===== config.mk =====
export PLATFORM = sky130hd
export DESIGN_NAME = track_lifecycle_class_vote_flat
export DESIGN_NICKNAME = d
export VERILOG_FILES = /design/src/sv/tlcv_pkg.sv /design/src/sv/tlcv_if.sv /design/src/sv/tlcv_window.sv /design/src/sv/tlcv_track.sv /design/src/sv/track_lifecycle_class_vote.sv /design/src/flat_wrapper.sv
export SDC_FILE = /design/constraint.sdc
export NUM_CORES = 1
export LEC_CHECK = 0
export BUFFER_PORTS_ARGS = -buffer_cell sky130_fd_sc_hd__buf_2
export CAP_MARGIN = 5
export CORE_ASPECT_RATIO = 1.4
export CORE_MARGIN = 5
export CORE_UTILIZATION = 40
export CTS_CLUSTER_SIZE = 30
export DETAILED_ROUTE_END_ITERATION = 16
export PLACE_DENSITY = 0.62
export SETUP_SLACK_MARGIN = 0.02
export SLEW_MARGIN = 15
export SYNTH_ARGS = -nofsm -noshare
export SYNTH_HDL_FRONTEND = slang
export SYNTH_SLANG_ARGS = --single-unit

===== constraint.sdc =====
create_clock -name clock -period 12.7 [get_ports clock]
set_input_delay 0 -clock clock [delete_from_list [all_inputs] [get_ports clock]]
set_output_delay 0 -clock clock [all_outputs]
set_load 0.005 [all_outputs]

===== src/sv/tlcv_pkg.sv =====
package tlcv_pkg;

   // sizing of the class window and the tally bank
   localparam int HISTORY_DEPTH = 20;
   localparam int CLASS_COUNT   = 8;

   // fixed field widths
   localparam int CLASS_W = 3;
   localparam int TIME_W  = 32;
   localparam int RUN_W   = 16;
   localparam int VOTE_W  = 5;

   // widths that follow the window and tally sizes
   localparam int FILL_W    = $clog2(HISTORY_DEPTH + 1);
   localparam int HEAD_W    = $clog2(HISTORY_DEPTH);
   localparam int TALLY_W   = $clog2(HISTORY_DEPTH + 1);
   localparam int CLS_IDX_W = $clog2(CLASS_COUNT);
   localparam int CMP_W     = (FILL_W > VOTE_W) ? FILL_W : VOTE_W;

   // configuration port
   localparam int CSR_IDX_W  = 1;
   localparam int CSR_DATA_W = 32;
   localparam logic [CSR_IDX_W-1:0] CSR_MAX_LOST = 1'd0;
   localparam logic [CSR_IDX_W-1:0] CSR_VOTE_MIN = 1'd1;

   localparam logic [RUN_W-1:0] RUN_MAX = {RUN_W{1'b1}};

   typedef enum logic [1:0] {
      OP_START = 2'd0,
      OP_HIT   = 2'd1,
      OP_MISS  = 2'd2
   } op_type;

   // one request as held in the input register
   typedef struct packed {
      logic [1:0]         opcode;
      logic [TIME_W-1:0]  time_us;
      logic [CLASS_W-1:0] object_class;
   } req_type;

   // one response as held in the output register
   typedef struct packed {
      logic [CLASS_W-1:0] result_class;
      logic [RUN_W-1:0]   track_age;
      logic [RUN_W-1:0]   visible_run;
      logic [RUN_W-1:0]   invisible_run;
      logic               deleted;
      logic [FILL_W-1:0]  history_fill;
   } rsp_type;

   // window update command
   typedef struct packed {
      logic               push;
      logic               clear;
      logic [CLASS_W-1:0] cls;
   } win_ctl_type;

   // window status toward the track logic
   typedef struct packed {
      logic [CLASS_W-1:0] vote_class;
      logic [FILL_W-1:0]  fill;
      logic [FILL_W-1:0]  fill_next;
   } win_stat_type;

   // configuration register values
   typedef struct packed {
      logic [TIME_W-1:0] max_lost_time_us;
      logic [VOTE_W-1:0] vote_min_history;
   } cfg_type;

   // saturate an out-of-range class to the top class
   function automatic logic [CLASS_W-1:0] clamp_class(input logic [CLASS_W-1:0] c);
      logic [CLASS_W-1:0] r;
      r = c;
      if (int'(c) >= CLASS_COUNT) begin
         r = CLASS_W'(CLASS_COUNT - 1);
      end
      return r;
   endfunction

   function automatic logic [RUN_W-1:0] sat_inc(input logic [RUN_W-1:0] v);
      logic [RUN_W-1:0] r;
      r = (v == RUN_MAX) ? RUN_MAX : v + RUN_W'(1);
      return r;
   endfunction

endpackage


===== src/sv/tlcv_if.sv =====
interface tlcv_req_if;
   logic                         valid;
   logic                         ready;
   logic [1:0]                   opcode;
   logic [tlcv_pkg::TIME_W-1:0]  time_us;
   logic [tlcv_pkg::CLASS_W-1:0] object_class;

   modport source (output valid, output opcode, output time_us, output object_class,
                   input ready);
   modport sink (input valid, input opcode, input time_us, input object_class,
                 output ready);
endinterface

interface tlcv_rsp_if;
   logic                         valid;
   logic                         ready;
   logic [tlcv_pkg::CLASS_W-1:0] result_class;
   logic [tlcv_pkg::RUN_W-1:0]   track_age;
   logic [tlcv_pkg::RUN_W-1:0]   visible_run;
   logic [tlcv_pkg::RUN_W-1:0]   invisible_run;
   logic                         deleted;
   logic [tlcv_pkg::FILL_W-1:0]  history_fill;

   modport source (output valid, output result_class, output track_age,
                   output visible_run, output invisible_run, output deleted,
                   output history_fill, input ready);
   modport sink (input valid, input result_class, input track_age,
                 input visible_run, input invisible_run, input deleted,
                 input history_fill, output ready);
endinterface


===== src/sv/tlcv_window.sv =====
module tlcv_window (
   input  logic                   clock,
   input  logic                   reset,
   input  tlcv_pkg::win_ctl_type  ctl,
   output tlcv_pkg::win_stat_type stat
);

   logic [tlcv_pkg::CLASS_W-1:0] window_ff [tlcv_pkg::HISTORY_DEPTH];
   logic [tlcv_pkg::TALLY_W-1:0] tally_ff  [tlcv_pkg::CLASS_COUNT];
   logic [tlcv_pkg::TALLY_W-1:0] tally_in  [tlcv_pkg::CLASS_COUNT];
   logic [tlcv_pkg::FILL_W-1:0]  fill_ff, fill_in;
   logic [tlcv_pkg::HEAD_W-1:0]  head_ff, head_in;

   logic                           full;
   logic [tlcv_pkg::CLASS_W-1:0]   oldest;
   logic [tlcv_pkg::HEAD_W:0]      wr_sum;
   logic [tlcv_pkg::HEAD_W-1:0]    wr_idx;
   logic [tlcv_pkg::CLS_IDX_W-1:0] best_idx;
   logic [tlcv_pkg::TALLY_W-1:0]   best_cnt;

   assign full   = (fill_ff == tlcv_pkg::FILL_W'(tlcv_pkg::HISTORY_DEPTH));
   assign oldest = window_ff[head_ff];

   // write slot: oldest entry when full, else first free slot after head
   always_comb begin
      wr_sum = (tlcv_pkg::HEAD_W+1)'(head_ff) + (tlcv_pkg::HEAD_W+1)'(fill_ff);
      if (wr_sum >= (tlcv_pkg::HEAD_W+1)'(tlcv_pkg::HISTORY_DEPTH)) begin
         wr_sum = wr_sum - (tlcv_pkg::HEAD_W+1)'(tlcv_pkg::HISTORY_DEPTH);
      end
      wr_idx = full ? head_ff : wr_sum[tlcv_pkg::HEAD_W-1:0];
   end

   // fill and head next values
   always_comb begin
      fill_in = fill_ff;
      head_in = head_ff;
      if (ctl.clear) begin
         fill_in = tlcv_pkg::FILL_W'(1);
         head_in = '0;
      end else if (ctl.push) begin
         if (full) begin
            head_in = (head_ff == tlcv_pkg::HEAD_W'(tlcv_pkg::HISTORY_DEPTH - 1)) ?
                      '0 : head_ff + tlcv_pkg::HEAD_W'(1);
         end else begin
            fill_in = fill_ff + tlcv_pkg::FILL_W'(1);
         end
      end
   end

   // tally update: drop the evicted class, count the pushed one
   always_comb begin
      for (int k = 0; k < tlcv_pkg::CLASS_COUNT; k++) begin
         tally_in[k] = tally_ff[k];
         if (ctl.clear) begin
            tally_in[k] = (tlcv_pkg::CLS_IDX_W'(ctl.cls) == tlcv_pkg::CLS_IDX_W'(k)) ?
                          tlcv_pkg::TALLY_W'(1) : '0;
         end else if (ctl.push) begin
            if (full && tlcv_pkg::CLS_IDX_W'(oldest) == tlcv_pkg::CLS_IDX_W'(k) &&
                tally_ff[k] != '0) begin
               tally_in[k] = tally_in[k] - tlcv_pkg::TALLY_W'(1);
            end
            if (tlcv_pkg::CLS_IDX_W'(ctl.cls) == tlcv_pkg::CLS_IDX_W'(k)) begin
               tally_in[k] = tally_in[k] + tlcv_pkg::TALLY_W'(1);
            end
         end
      end
   end

   // majority over the current tally, ties to the lowest class
   always_comb begin
      best_idx = '0;
      best_cnt = tally_ff[0];
      for (int k = 1; k < tlcv_pkg::CLASS_COUNT; k++) begin
         if (tally_ff[k] > best_cnt) begin
            best_idx = tlcv_pkg::CLS_IDX_W'(k);
            best_cnt = tally_ff[k];
         end
      end
   end

   assign stat.vote_class = tlcv_pkg::CLASS_W'(best_idx);
   assign stat.fill       = fill_ff;
   assign stat.fill_next  = fill_in;

   // control state
   always_ff @(posedge clock) begin
      if (reset) begin
         fill_ff <= '0;
         head_ff <= '0;
         for (int k = 0; k < tlcv_pkg::CLASS_COUNT; k++) begin
            tally_ff[k] <= '0;
         end
      end else begin
         fill_ff <= fill_in;
         head_ff <= head_in;
         for (int k = 0; k < tlcv_pkg::CLASS_COUNT; k++) begin
            tally_ff[k] <= tally_in[k];
         end
      end
   end

   // window entries, valid only below the fill
   always_ff @(posedge clock) begin
      if (ctl.clear) begin
         window_ff[0] <= ctl.cls;
      end else if (ctl.push) begin
         window_ff[wr_idx] <= ctl.cls;
      end
   end

endmodule


===== src/sv/tlcv_track.sv =====
module tlcv_track (
   input  logic                   clock,
   input  logic                   reset,
   input  logic                   go,
   input  tlcv_pkg::req_type      item,
   input  tlcv_pkg::cfg_type      cfg,
   input  tlcv_pkg::win_stat_type win,
   output tlcv_pkg::rsp_type      rsp_next
);

   logic [tlcv_pkg::RUN_W-1:0]   age_ff, age_in;
   logic [tlcv_pkg::RUN_W-1:0]   hit_run_ff, hit_run_in;
   logic [tlcv_pkg::RUN_W-1:0]   miss_run_ff, miss_run_in;
   logic [tlcv_pkg::TIME_W-1:0]  last_hit_ff, last_hit_in;
   logic                         deleted_ff, deleted_in;
   logic [tlcv_pkg::CLASS_W-1:0] last_class_ff, last_class_in;

   logic [tlcv_pkg::TIME_W-1:0]  lost_time;
   logic                         vote_ok;
   logic [tlcv_pkg::CLASS_W-1:0] hit_class;

   assign lost_time = item.time_us - last_hit_ff;
   assign vote_ok   = tlcv_pkg::CMP_W'(win.fill) > tlcv_pkg::CMP_W'(cfg.vote_min_history);
   assign hit_class = vote_ok ? win.vote_class : item.object_class;

   // lifecycle next state per opcode
   always_comb begin
      age_in        = age_ff;
      hit_run_in    = hit_run_ff;
      miss_run_in   = miss_run_ff;
      last_hit_in   = last_hit_ff;
      deleted_in    = deleted_ff;
      last_class_in = last_class_ff;
      if (go) begin
         case (item.opcode)
            tlcv_pkg::OP_START: begin
               age_in        = tlcv_pkg::RUN_W'(1);
               hit_run_in    = '0;
               miss_run_in   = '0;
               last_hit_in   = item.time_us;
               deleted_in    = 1'b0;
               last_class_in = item.object_class;
            end
            tlcv_pkg::OP_HIT: begin
               age_in        = tlcv_pkg::sat_inc(age_ff);
               hit_run_in    = tlcv_pkg::sat_inc(hit_run_ff);
               miss_run_in   = '0;
               last_hit_in   = item.time_us;
               last_class_in = hit_class;
            end
            tlcv_pkg::OP_MISS: begin
               age_in      = tlcv_pkg::sat_inc(age_ff);
               miss_run_in = tlcv_pkg::sat_inc(miss_run_ff);
               hit_run_in  = '0;
               if (lost_time > cfg.max_lost_time_us) begin
                  deleted_in = 1'b1;
               end
            end
            default: begin
            end
         endcase
      end
   end

   // response fields show the state after this request
   assign rsp_next.result_class  = last_class_in;
   assign rsp_next.track_age     = age_in;
   assign rsp_next.visible_run   = hit_run_in;
   assign rsp_next.invisible_run = miss_run_in;
   assign rsp_next.deleted       = deleted_in;
   assign rsp_next.history_fill  = win.fill_next;

   always_ff @(posedge clock) begin
      if (reset) begin
         age_ff        <= '0;
         hit_run_ff    <= '0;
         miss_run_ff   <= '0;
         last_hit_ff   <= '0;
         deleted_ff    <= 1'b0;
         last_class_ff <= '0;
      end else begin
         age_ff        <= age_in;
         hit_run_ff    <= hit_run_in;
         miss_run_ff   <= miss_run_in;
         last_hit_ff   <= last_hit_in;
         deleted_ff    <= deleted_in;
         last_class_ff <= last_class_in;
      end
   end

endmodule


===== src/sv/track_lifecycle_class_vote.sv =====
// an accepted request is held in the input register, its response then in the
// output register; one request per cycle while the response side is ready; the
// tally update and class vote are combinational between the input register and
// the output register
// reset (synchronous): window empty, tallies and counters zero, deleted clear,
// max_lost_time_us = 400000, vote_min_history = 5
module track_lifecycle_class_vote (
   input  logic                               clock,
   input  logic                               reset,
   tlcv_req_if.sink                           req_bus,
   tlcv_rsp_if.source                         rsp_bus,
   input  logic                               csr_we,
   input  logic [tlcv_pkg::CSR_IDX_W-1:0]     csr_index,
   input  logic [tlcv_pkg::CSR_DATA_W-1:0]    csr_wdata
);

   logic              in_valid_ff, in_valid_in;
   tlcv_pkg::req_type in_ff;
   logic              out_valid_ff, out_valid_in;
   tlcv_pkg::rsp_type out_ff;
   tlcv_pkg::cfg_type cfg_ff, cfg_in;

   logic                   take;
   logic                   advance;
   tlcv_pkg::req_type      item;
   tlcv_pkg::win_ctl_type  win_ctl;
   tlcv_pkg::win_stat_type win_stat;
   tlcv_pkg::rsp_type      rsp_next;

   // handshake: input stage drains into the output register
   assign advance       = in_valid_ff && (!out_valid_ff || rsp_bus.ready);
   assign req_bus.ready = !in_valid_ff || advance;
   assign take          = req_bus.valid && req_bus.ready;

   always_comb begin
      in_valid_in = in_valid_ff;
      if (take) begin
         in_valid_in = 1'b1;
      end else if (advance) begin
         in_valid_in = 1'b0;
      end
      out_valid_in = out_valid_ff;
      if (advance) begin
         out_valid_in = 1'b1;
      end else if (rsp_bus.ready) begin
         out_valid_in = 1'b0;
      end
   end

   // clamped request out of the input register
   always_comb begin
      item              = in_ff;
      item.object_class = tlcv_pkg::clamp_class(in_ff.object_class);
   end

   // window command
   always_comb begin
      win_ctl.cls   = item.object_class;
      win_ctl.clear = advance && (item.opcode == tlcv_pkg::OP_START);
      win_ctl.push  = advance && (item.opcode == tlcv_pkg::OP_START ||
                                  item.opcode == tlcv_pkg::OP_HIT);
   end

   // register writes
   always_comb begin
      cfg_in = cfg_ff;
      if (csr_we) begin
         unique case (csr_index)
            tlcv_pkg::CSR_MAX_LOST: cfg_in.max_lost_time_us = csr_wdata;
            tlcv_pkg::CSR_VOTE_MIN: cfg_in.vote_min_history =
                                       csr_wdata[tlcv_pkg::VOTE_W-1:0];
            default: begin
            end
         endcase
      end
   end

   tlcv_window u_window (
      .clock (clock),
      .reset (reset),
      .ctl   (win_ctl),
      .stat  (win_stat)
   );

   tlcv_track u_track (
      .clock    (clock),
      .reset    (reset),
      .go       (advance),
      .item     (item),
      .cfg      (cfg_ff),
      .win      (win_stat),
      .rsp_next (rsp_next)
   );

   // control registers
   always_ff @(posedge clock) begin
      if (reset) begin
         in_valid_ff                 <= 1'b0;
         out_valid_ff                <= 1'b0;
         cfg_ff.max_lost_time_us     <= tlcv_pkg::TIME_W'(400000);
         cfg_ff.vote_min_history     <= tlcv_pkg::VOTE_W'(5);
      end else begin
         in_valid_ff  <= in_valid_in;
         out_valid_ff <= out_valid_in;
         cfg_ff       <= cfg_in;
      end
   end

   // payload registers
   always_ff @(posedge clock) begin
      if (take) begin
         in_ff.opcode       <= req_bus.opcode;
         in_ff.time_us      <= req_bus.time_us;
         in_ff.object_class <= req_bus.object_class;
      end
      if (advance) begin
         out_ff <= rsp_next;
      end
   end

   assign rsp_bus.valid         = out_valid_ff;
   assign rsp_bus.result_class  = out_ff.result_class;
   assign rsp_bus.track_age     = out_ff.track_age;
   assign rsp_bus.visible_run   = out_ff.visible_run;
   assign rsp_bus.invisible_run = out_ff.invisible_run;
   assign rsp_bus.deleted       = out_ff.deleted;
   assign rsp_bus.history_fill  = out_ff.history_fill;

endmodule


===== src/flat_wrapper.sv =====
// flat-port wrapper written by rule: the top's interface ports become plain ports
module track_lifecycle_class_vote_flat 
  (clock, reset, csr_we, csr_index, csr_wdata, req_bus_valid, req_bus_opcode, req_bus_time_us, req_bus_object_class, req_bus_ready, rsp_bus_valid, rsp_bus_result_class, rsp_bus_track_age, rsp_bus_visible_run, rsp_bus_invisible_run, rsp_bus_deleted, rsp_bus_history_fill, rsp_bus_ready);
  tlcv_req_if req_bus_i ();
  tlcv_rsp_if rsp_bus_i ();
  input  logic clock;
  input  logic reset;
  input  logic csr_we;
  input  logic [tlcv_pkg::CSR_IDX_W-1:0] csr_index;
  input  logic [tlcv_pkg::CSR_DATA_W-1:0] csr_wdata;
  input wire logic [$bits(req_bus_i.valid)-1:0] req_bus_valid;
  input wire logic [$bits(req_bus_i.opcode)-1:0] req_bus_opcode;
  input wire logic [$bits(req_bus_i.time_us)-1:0] req_bus_time_us;
  input wire logic [$bits(req_bus_i.object_class)-1:0] req_bus_object_class;
  output wire logic [$bits(req_bus_i.ready)-1:0] req_bus_ready;
  output wire logic [$bits(rsp_bus_i.valid)-1:0] rsp_bus_valid;
  output wire logic [$bits(rsp_bus_i.result_class)-1:0] rsp_bus_result_class;
  output wire logic [$bits(rsp_bus_i.track_age)-1:0] rsp_bus_track_age;
  output wire logic [$bits(rsp_bus_i.visible_run)-1:0] rsp_bus_visible_run;
  output wire logic [$bits(rsp_bus_i.invisible_run)-1:0] rsp_bus_invisible_run;
  output wire logic [$bits(rsp_bus_i.deleted)-1:0] rsp_bus_deleted;
  output wire logic [$bits(rsp_bus_i.history_fill)-1:0] rsp_bus_history_fill;
  input wire logic [$bits(rsp_bus_i.ready)-1:0] rsp_bus_ready;
  assign req_bus_i.valid = req_bus_valid;
  assign req_bus_i.opcode = req_bus_opcode;
  assign req_bus_i.time_us = req_bus_time_us;
  assign req_bus_i.object_class = req_bus_object_class;
  assign req_bus_ready = req_bus_i.ready;
  assign rsp_bus_valid = rsp_bus_i.valid;
  assign rsp_bus_result_class = rsp_bus_i.result_class;
  assign rsp_bus_track_age = rsp_bus_i.track_age;
  assign rsp_bus_visible_run = rsp_bus_i.visible_run;
  assign rsp_bus_invisible_run = rsp_bus_i.invisible_run;
  assign rsp_bus_deleted = rsp_bus_i.deleted;
  assign rsp_bus_history_fill = rsp_bus_i.history_fill;
  assign rsp_bus_i.ready = rsp_bus_ready;
  track_lifecycle_class_vote u_core (.clock(clock), .reset(reset), .req_bus(req_bus_i), .rsp_bus(rsp_bus_i), .csr_we(csr_we), .csr_index(csr_index), .csr_wdata(csr_wdata));
endmodule

Word level (Yosys, flattened, before mapping):

Memories as Yosys holds them, arrays and structs flattened. A register that Yosys moved wholly into a read port is not among the register bits.
Index checks and enable logic that the tools add are counted.

* register bits: 227
* memory bits (writable): 100
* bits of input ports: 75
* logic and storage cells: 249
* memories kept: 2

* add/sub/neg operators: 24
* order comparisons: 10
* eq/ne operators: 21
* muxes and demuxes: 115
* bitwise operators: 9
* reduce and logical (&&, ||, !) cells: 47

Memory list
* u_core.u_window.window_ff: words 20, width 3, read ports 1, clocked after memory_dff 1, wr ports 1, line tlcv_window.sv:8 `logic [tlcv_pkg::CLASS_W-1:0] window_ff [tlcv_pkg::HISTORY_DEPTH];`
* u_core.u_window.tally_ff: words 8, width 5, read ports 8, clocked after memory_dff 0, wr ports 8, line tlcv_window.sv:9 `logic [tlcv_pkg::TALLY_W-1:0] tally_ff [tlcv_pkg::CLASS_COUNT];`

Operator list (number)
* 5-bit two-way mux: 71
* 16-bit two-way mux: 6
* 16-bit one-hot mux with 2 select lines: 3
* 5-bit by 1-bit adder with 5-bit output (second input constant): 10
* 16-bit by 1-bit adder with 16-bit output (second input constant): 3
* 16-bit == test (second input constant): 3
* 5-bit > comparator: 8
* 5-bit nonzero test: 8
* 5-bit by 1-bit subtractor with 5-bit output (second input constant): 8
* 32-bit > comparator: 1
* 32-bit subtractor: 1
* 3-bit two-way mux: 9
* 3-bit == test (second input constant): 8
* 1-bit two-way mux: 24
* 1-bit logical AND: 20
* 3-bit by 2-bit == test with 1-bit output (second input constant): 4
* 5-bit == test (second input constant): 2
* 1-bit bitwise OR: 8
* 2-bit AND reduction: 4
* 2-bit OR reduction: 4
* 5-bit by 5-bit adder with 6-bit output: 1
* 3-bit by 1-bit == test with 1-bit output (second input constant): 2
* 6-bit by 5-bit >= comparator with 1-bit output (second input constant): 1
* 3-bit logical NOT: 2
* 11 further kinds: 15

Depth between registers and ports, before layout:

Gate-level depths: netlist of run 1.
An unclocked memory read counts as a cell.

* depth in word-level cells: 18
* depth in mapped cells: 58
* gate-level depth less buffers: 57

Hierarchy:

A second synthesis of run 1 with hierarchy kept.

* cell total of the unflattened synthesis: 2153
* area, all modules: 19867.8 µm²

Modules (own cells, without submodules)
* tlcv_window: instances 1, cells an instance 923, area an instance 8386.8 µm²
* tlcv_track: instances 1, cells an instance 965, area an instance 6944.2 µm²
* track_lifecycle_class_vote: instances 1, cells an instance 265, area an instance 4536.9 µm²

Worst setup path before layout of run 1:

No wires, ideal clock.

* kind: flip-flop to flip-flop
* from: memory u_core.u_window.tally_ff[0][3] (netlist name)
* to: register u_core.out_ff, in the netlist u_core.rsp_bus.result_class[1] (data pin)
* arrival: 10.489 ns
* required time: 12.438 ns
* slack: 1.949 ns
* stages on the path, launching flop included: 58
* path buffers: 1
* period minus slack after synthesis: 10.751 ns
* path through: dfxtp_1 > inv_1 > ha_1 > a21o_1 > a211oi_1 > nor2_1 > mux2i_1 > inv_1 > ha_1 > nor2b_1 > o21a_1 > o21a_1 > o21ai_0 > a21boi_1 > o21a_1 > inv_1 > ha_1 > nor2b_1 > (+22 left out) > ha_1 > nor2b_1 > o21a_1 > o21a_1 > o21ai_0 > nand2b_1 > nand2_1 > mux2_2 > ha_1 > nor2b_1 > o21a_1 > o21a_1 > o21ai_0 > nand2b_1 > a221oi_1 > a21oi_1 > o21ai_0 > nand2_1

RTL lines
* start: declaration: line tlcv_window.sv:9
* end signal: assignment: line track_lifecycle_class_vote.sv:117 `out_ff <= rsp_next;`
* end: declaration: line track_lifecycle_class_vote.sv:20 `tlcv_pkg::rsp_type out_ff;`

==> results.yml, run 1 <==
sta:
  hold_viol: 0
  finalSetupTns_ns: 0
  holdWs_ns: 0.167
  final.period_utilization_pct: 92.5
  fin_crit_ns: 11.74
  fin_ws_ns: 0.955
  setup_viol: 0
  slew_violations: 0
  clock_skew_ns: 0.0249
  slew_headroom_pct: 25.2
  tightestPinTransition_ns: 1.12
  max_freq_mhz: 85.1
  rsz0062_at_grt: "no"
clock_tree:
  cts_buffers: 36
  cts_max_level: 2
  cts_setup_buffers: 0
  cts_tree: "done"
  clock_latency_ns: 0.54
  root_buffer: "clkbuf_16"
  cts_buffer_depth: 3
  cts_sinks: 332
  path_clk_slew_ns: 0.07
cells_and_area:
  layout_commonest_cell: "nand2_1"
  design.final.nets: 2501
  syn_to_final_growth_pct: 16.7
  post-route-util_pct: 47.3
  final_cell_mix: "275 x nand2_1, 204 x a21oi_1, 180 x nor2_1, 178 x dfxtp_1, 154 x edfxtp_1"
  layout-drive-gt1-share_pct: 11.6
  diodes: 0
setup_path:
  cp_max_fo: 11
  reg2reg_slack_ns: 0.96
  r2r-start: "u_core.u_window.tally_ff[0][3]$_SDFFE_PP0P_"
  crit_path_frequent_cell: "o21a_1"
  cp_slowest_stage_delay_ns: 0.39
  critPathKind: "reg -> reg"
  cpMaxStageDelayCell: "dfxtp_1"
  worstSetupEndpoint: "u_core.rsp_bus.result_class[2]$_DFFE_PP_"
  cp_data_arrival_time_ns: 12.01
  rr_endpoint: "u_core.rsp_bus.result_class[2]$_DFFE_PP_"
  reg2reg_depth: 56
  cp.required_ns: 12.97
  start_kind: "flip-flop"
  startpoint: "u_core.u_window.tally_ff[0][3]$_SDFFE_PP0P_"
  cp-end-kind: "flip-flop"
grt:
  gr-usage-all-layers_pct: 18.5
  grt_overflow: 0
  antenna_found_initial: 0
  grt_pass1_wl_microns: 80500
  grt_max_degree: 61
  grt_pass1_vias: 16000
die:
  die_w_microns: 195
  io_pins: 134
  core_sq_mm: 0.0472
  die-area_sq_mm: 0.0523
  dieHeight_microns: 269
  rows: 94
  initial_core_util_pct: 40.5
power_and_ir_drop:
  power_density_mw_per_mm2: 122
  pwr-share-clk_pct: 37.7
  leakage_nw: 8.39
  switching_power_mw: 0.763
  swShare_pct: 28.0
  seqPwrFrac_pct: 42.7
  internal-power_mw: 1.96
  ir_drop_mv: 0.116
  comb_power_share_pct: 19.7
worst_hold_path:
  hp-class: "in -> reg"
  holdPathStages: 2
place:
  gp_congestion: 0.914
  place_ws_ns: 0.399
  port_buffers: 133
  dp_hpwl_microns: 35400
logic_synthesis:
  synth-main-ff-cell: "dfxtp_1"
  yosys_register_bits: 332
  avgSynthCellArea_sq_um: 9.07
  syn_inst: 2107
  synth.distinct_cells: 87
  synthArstFlopShare_pct: 0
  yosysTopAreaCellShare_pct: 24.2
  synth_nets: 2320
  synth_edf_count: 154
  seq_area_frac_synth_pct: 42.8
  yosysWarnings: 0
  syn_area_sq_mm: 0.0191
  yosys-top-cells-area: "edfxtp_1 24%, dfxtp_1 19%, ha_1 8.9%"
  yosys.area.top_type: "edfxtp_1"
drt:
  num_vias: 15900
  wl_microns: 50100
  drc: 0
  drt_iter0_drc: 796
  first_pass_iters: 7
  drt.antenna.violating_nets: 0
  via_per_inst: 5.43
  wl_per_cell_microns: 17.1
outcome:
  status: "finished, final reports clean"
job:
  drv_cap: 0
==> worst min-delay path by stage <==
stage                            endpoint                    start
3_3_place_gp   u_core.in_ff[11]$_DFFE_PP_       req_bus_time_us[8]
6_report        u_core.in_ff[6]$_DFFE_PP_       req_bus_time_us[3]
3_5_place_dp   u_core.in_ff[29]$_DFFE_PP_      req_bus_time_us[26]
4_1_cts        u_core.in_ff[28]$_DFFE_PP_      req_bus_time_us[25]
2_1_floorplan   u_core.in_ff[0]$_DFFE_PP_  req_bus_object_class[0]
5_1_grt        u_core.in_ff[33]$_DFFE_PP_      req_bus_time_us[30]
==> stage by stage <==
step / instance area, sq um / std cells / power (mW)
global route: 22300 / 2939 / 2.86
floorplan: 19100 / 2107 / 1.56
CTS: 22300 / 2939 / 2.74
finish: 22300 / 2939 / 2.72
global placement: 20400 / 2797 / 1.67
detailed placement: 20400 / 2797 / 1.69
==> critical path, delay by kind of cell (launching register included) <==
kind | cells | cell delay, ns
DFF | 1 | 0.39
buffers and inverters | 4 | 0.33
muxes | 3 | 0.99
and+or+nand+nor | 12 | 1.65
adders and majority gates | 7 | 2.00
AOI/OAI and AO/OA | 30 | 6.12
==> timing repair <==
| item | CTS | global route |
|---|---|---|
| gates resized for setup | 0 | 5 |
| endpoints found under the hold margin | 114 | 0 |
| setup endpoints to repair | 0 | 6 |
| hold buffers | 77 | 0 |
==> synth_stat cells (all sizes together), types with 18 or more instances <==
cell    number
nor2b       61
o21a        30
edfxtp     154
nand4       21
inv        129
clkbuf      66
nand2      276
nor3        26
dfxtp      178
mux2i       55
xor2        27
ha         136
a31oi       18
nor2       182
a21oi      204
nand2b      18
o21ai       98
a21o        35
buf         21
nand3       66
and3        19
xnor2       41
o31ai       19
==> layout make-up <==
cell class	count	area (sq um)
Sequential cell	332	8190
Multi-Input combinational cell	1558	10100
Inverter	130	488
Fill cell	4376	24900
Timing Repair Buffer	230	1590
Clock buffer	42	943
Tap cell	624	781
Clock inverter	23	203
==> logic make-up after synthesis <==
kind of cell	after synthesis	synth area share (%)
compound gates	526	17.4
xor+xnor	68	3.12
fa+ha+maj	138	9.11
buf+inv	217	4.47
flops	332	42.8
mux	73	4.37
simple gates	753	18.7
==> metal layers <==
| metal | GRT usage (%) | part of all wire [%] |
|---|---|---|
| met1 | 21.2 | 41 |
| met2 | 35.1 | 52 |
| met3 | 2.25 | 3.5 |
| met4 | 7.09 | 3.5 |
| met5 | 0 | 0 |
==> power groups by stage <==
stage	logic (mW)	registers, mW	clock network, mW
2_1_floorplan	0.373	1.18	0
3_3_place_gp	0.486	1.19	0
3_5_place_dp	0.503	1.19	0
4_1_cts	0.525	1.16	1.05
5_1_grt	0.596	1.17	1.09
6_report	0.536	1.16	1.03
==> state kept, by name (all words and copies together) (netlist names), 16 cells and up, named ones only <==
name and cells:
u_core.u_window.tally_ff 40, u_core.u_track.last_hit_ff 32, u_core.rsp_bus.track_age 16, u_core.u_track.miss_run_ff 16
u_core.u_window.window_ff 60, u_core.u_track.age_ff 16, u_core.cfg_ff 37, u_core.rsp_bus.visible_run 16
u_core.rsp_bus.invisible_run 16, u_core.u_track.hit_run_ff 16, u_core.in_ff 37
Note: power is estimated with default switching activity, not from simulation.
==> inputs of run 2 (changes only) <==
--- a/config.mk
+++ b/config.mk
@@ -12,7 +12,6 @@
 export CORE_UTILIZATION = 40
 export CTS_CLUSTER_SIZE = 30
 export DETAILED_ROUTE_END_ITERATION = 16
-export PLACE_DENSITY = 0.62
 export SETUP_SLACK_MARGIN = 0.02
 export SLEW_MARGIN = 15
 export SYNTH_ARGS = -nofsm -noshare
==> run 2 against run 1 <==
  * Count of clock-buffer cells in the layout up 2
  * Critical path depth unchanged
  * Utilization up 0.31 points
  * Non-clock buffer count increased by 5
  * Critical path type unchanged
  * Critical endpoint is now u_core.rsp_bus.result_class[1]$_DFFE_PP_
  * Sequential share of layout area decreased by 0.24 points
  * Largest power group unchanged
  * Final cell count grew 0.20%
  * Flip-flop and latch count unchanged
  * Register-to-register slack worse by 0.16 ns
  * First-iteration DRC count rose by 12%
==> results.yml, run 2 (synthesis gave the netlist of run 1 again) <==
outcome:
  status: "finished, final reports clean"
clock_tree:
  cts_max_level: 2
  root_buffer: "clkbuf_16"
  clock_latency_ns: 0.55
  cts_setup_buffers: 0
  cts_buffers: 36
  path_clk_slew_ns: 0.07
  cts_tree: "done"
  cts_sinks: 332
  cts_buffer_depth: 3
sta:
  rsz0062_at_grt: "no"
  slew_headroom_pct: 26.1
  setup_viol: 0
  fin_crit_ns: 11.90
  tightestPinTransition_ns: 1.11
  clock_skew_ns: 0.0131
  finalSetupTns_ns: 0
  max_freq_mhz: 84.0
  slew_violations: 0
  hold_viol: 0
  final.period_utilization_pct: 93.7
power_and_ir_drop:
  total_power_mw: 2.83
  ir_drop_mv: 0.105
  power_density_mw_per_mm2: 126
  leakage_nw: 8.46
drt:
  wl_microns: 51700
  drc: 0
  drt_iter0_drc: 888
  via_per_inst: 5.43
  wl_per_cell_microns: 17.6
  first_pass_iters: 5
  drt.antenna.violating_nets: 0
  num_vias: 16000
job:
  drv_cap: 0
die:
  core_sq_mm: 0.0472
  initial_core_util_pct: 40.5
  dieHeight_microns: 269
  rows: 94
  io_pins: 134
  die-area_sq_mm: 0.0523
  die_w_microns: 195
cells_and_area:
  diodes: 0
  design.final.nets: 2506
  syn_to_final_growth_pct: 17.5
  largest_register_ff_count: 60
  final_cell_mix: "275 x nand2_1, 204 x a21oi_1, 180 x nor2_1, 178 x dfxtp_1, 154 x edfxtp_1"
  reg_top3: "u_core.u_window.window_ff x60, u_core.u_window.tally_ff x40"
  top_register: "u_core.u_window.window_ff"
  layout_commonest_cell: "nand2_1"
  layout-drive-gt1-share_pct: 11.8
grt:
  gr-usage-all-layers_pct: 19.2
  grt_pass1_wl_microns: 82400
  grt_pass1_vias: 16000
  antenna_found_initial: 0
  grt_overflow: 0
  grt_max_degree: 76
worst_hold_path:
  hp-class: "in -> reg"
  min_from: "req_bus_time_us[26]"
  holdPathStages: 2
setup_path:
  crit_path_frequent_cell: "o21a_1"
  critPathKind: "reg -> reg"
  reg2reg_slack_ns: 0.80
  rr_endpoint: "u_core.rsp_bus.result_class[1]$_DFFE_PP_"
  startpoint: "u_core.u_window.tally_ff[0][3]$_SDFFE_PP0P_"
  cp_slowest_stage_delay_ns: 0.40
  cp_data_arrival_time_ns: 12.21
  cp-end-kind: "flip-flop"
  worstSetupEndpoint: "u_core.rsp_bus.result_class[1]$_DFFE_PP_"
  cp_max_fo: 11
  cp.required_ns: 13.00
  reg2reg_depth: 56
  cpMaxStageDelayCell: "dfxtp_1"
  start_kind: "flip-flop"
  r2r-start: "u_core.u_window.tally_ff[0][3]$_SDFFE_PP0P_"
place:
  port_buffers: 133
  dp_hpwl_microns: 36600
  gp_congestion: 0.888
run 2: cell count changes in the layout (fill, tap and decap cells not counted), moves of 2 or more:
cell	previous run	this run
dlygate4sd3_1	77	79
bufinv_16	2	6
clkinv_1	6	3
buf_4	21	24
inv_8	2	0
clkbuf_1	4	6
inv_6	1	4
run 2: how the worst min path moves through the flow:
stage | endpoint
final | u_core.in_ff[29]$_DFFE_PP_
after global routing | u_core.in_ff[26]$_DFFE_PP_
after CTS | u_core.in_ff[26]$_DFFE_PP_
after detailed placement | u_core.in_ff[23]$_DFFE_PP_
after global placement | u_core.in_ff[30]$_DFFE_PP_
after floorplan | u_core.in_ff[0]$_DFFE_PP_
run 2: area by class of cell:
| type | instances | area [sq um] |
|---|---|---|
| Clock buffer | 44 | 962 |
| Clock inverter | 22 | 287 |
| Fill cell | 4458 | 24700 |
| Inverter | 130 | 488 |
| Multi-Input combinational cell | 1558 | 10100 |
| Sequential cell | 332 | 8190 |
| Tap cell | 624 | 781 |
| Timing Repair Buffer | 235 | 1630 |
run 2: metrics by stage:
| stage | std cells | utilization (%) | hold slack [ns] | setup slack, ns | area, sq um |
|---|---|---|---|---|---|
| floorplan | 2107 | - | 0.0989 | 1.95 | 19100 |
| global placement | 2800 | 43.2 | 0.179 | 0.940 | 20400 |
| detailed placement | 2800 | 43.2 | 0.178 | 0.350 | 20400 |
| CTS | 2945 | 47.6 | 0.115 | 0.271 | 22400 |
| global route | 2945 | 47.6 | 0.139 | 0.111 | 22500 |
| finish | 2945 | 47.6 | 0.159 | 0.796 | 22500 |
run 2: power by group:
group	internal, mW	switching, mW	total [mW]
Combinational	0.234	0.305	0.539
Sequential	1.15	0.0146	1.16
Clock	0.668	0.459	1.13
run 2: per-layer routing:
| layer | global-route usage, % | part of all wire (%) |
|---|---|---|
| met5 | 0 | 0 |
| met2 | 36.3 | 52 |
| met3 | 2.65 | 3.6 |
| met1 | 21.7 | 40 |
| met4 | 8.16 | 4.4 |
run 2: repair_timing:
| item | CTS | global route |
|---|---|---|
| hold endpoints to repair | 83 | 0 |
| gates resized for setup | 0 | 5 |
| hold buffers | 79 | 0 |
| endpoints found under the setup margin | 0 | 6 |
run 2: critical path, delay by kind of cell, from the launching register on:
| kind | cells | cell delay [ns] |
|---|---|---|
| compound gates | 29 | 6.05 |
| fa+ha+maj | 7 | 2.04 |
| buf+inv | 4 | 0.35 |
| flops | 1 | 0.40 |
| mux | 3 | 1.04 |
| simple gates | 13 | 1.77 |
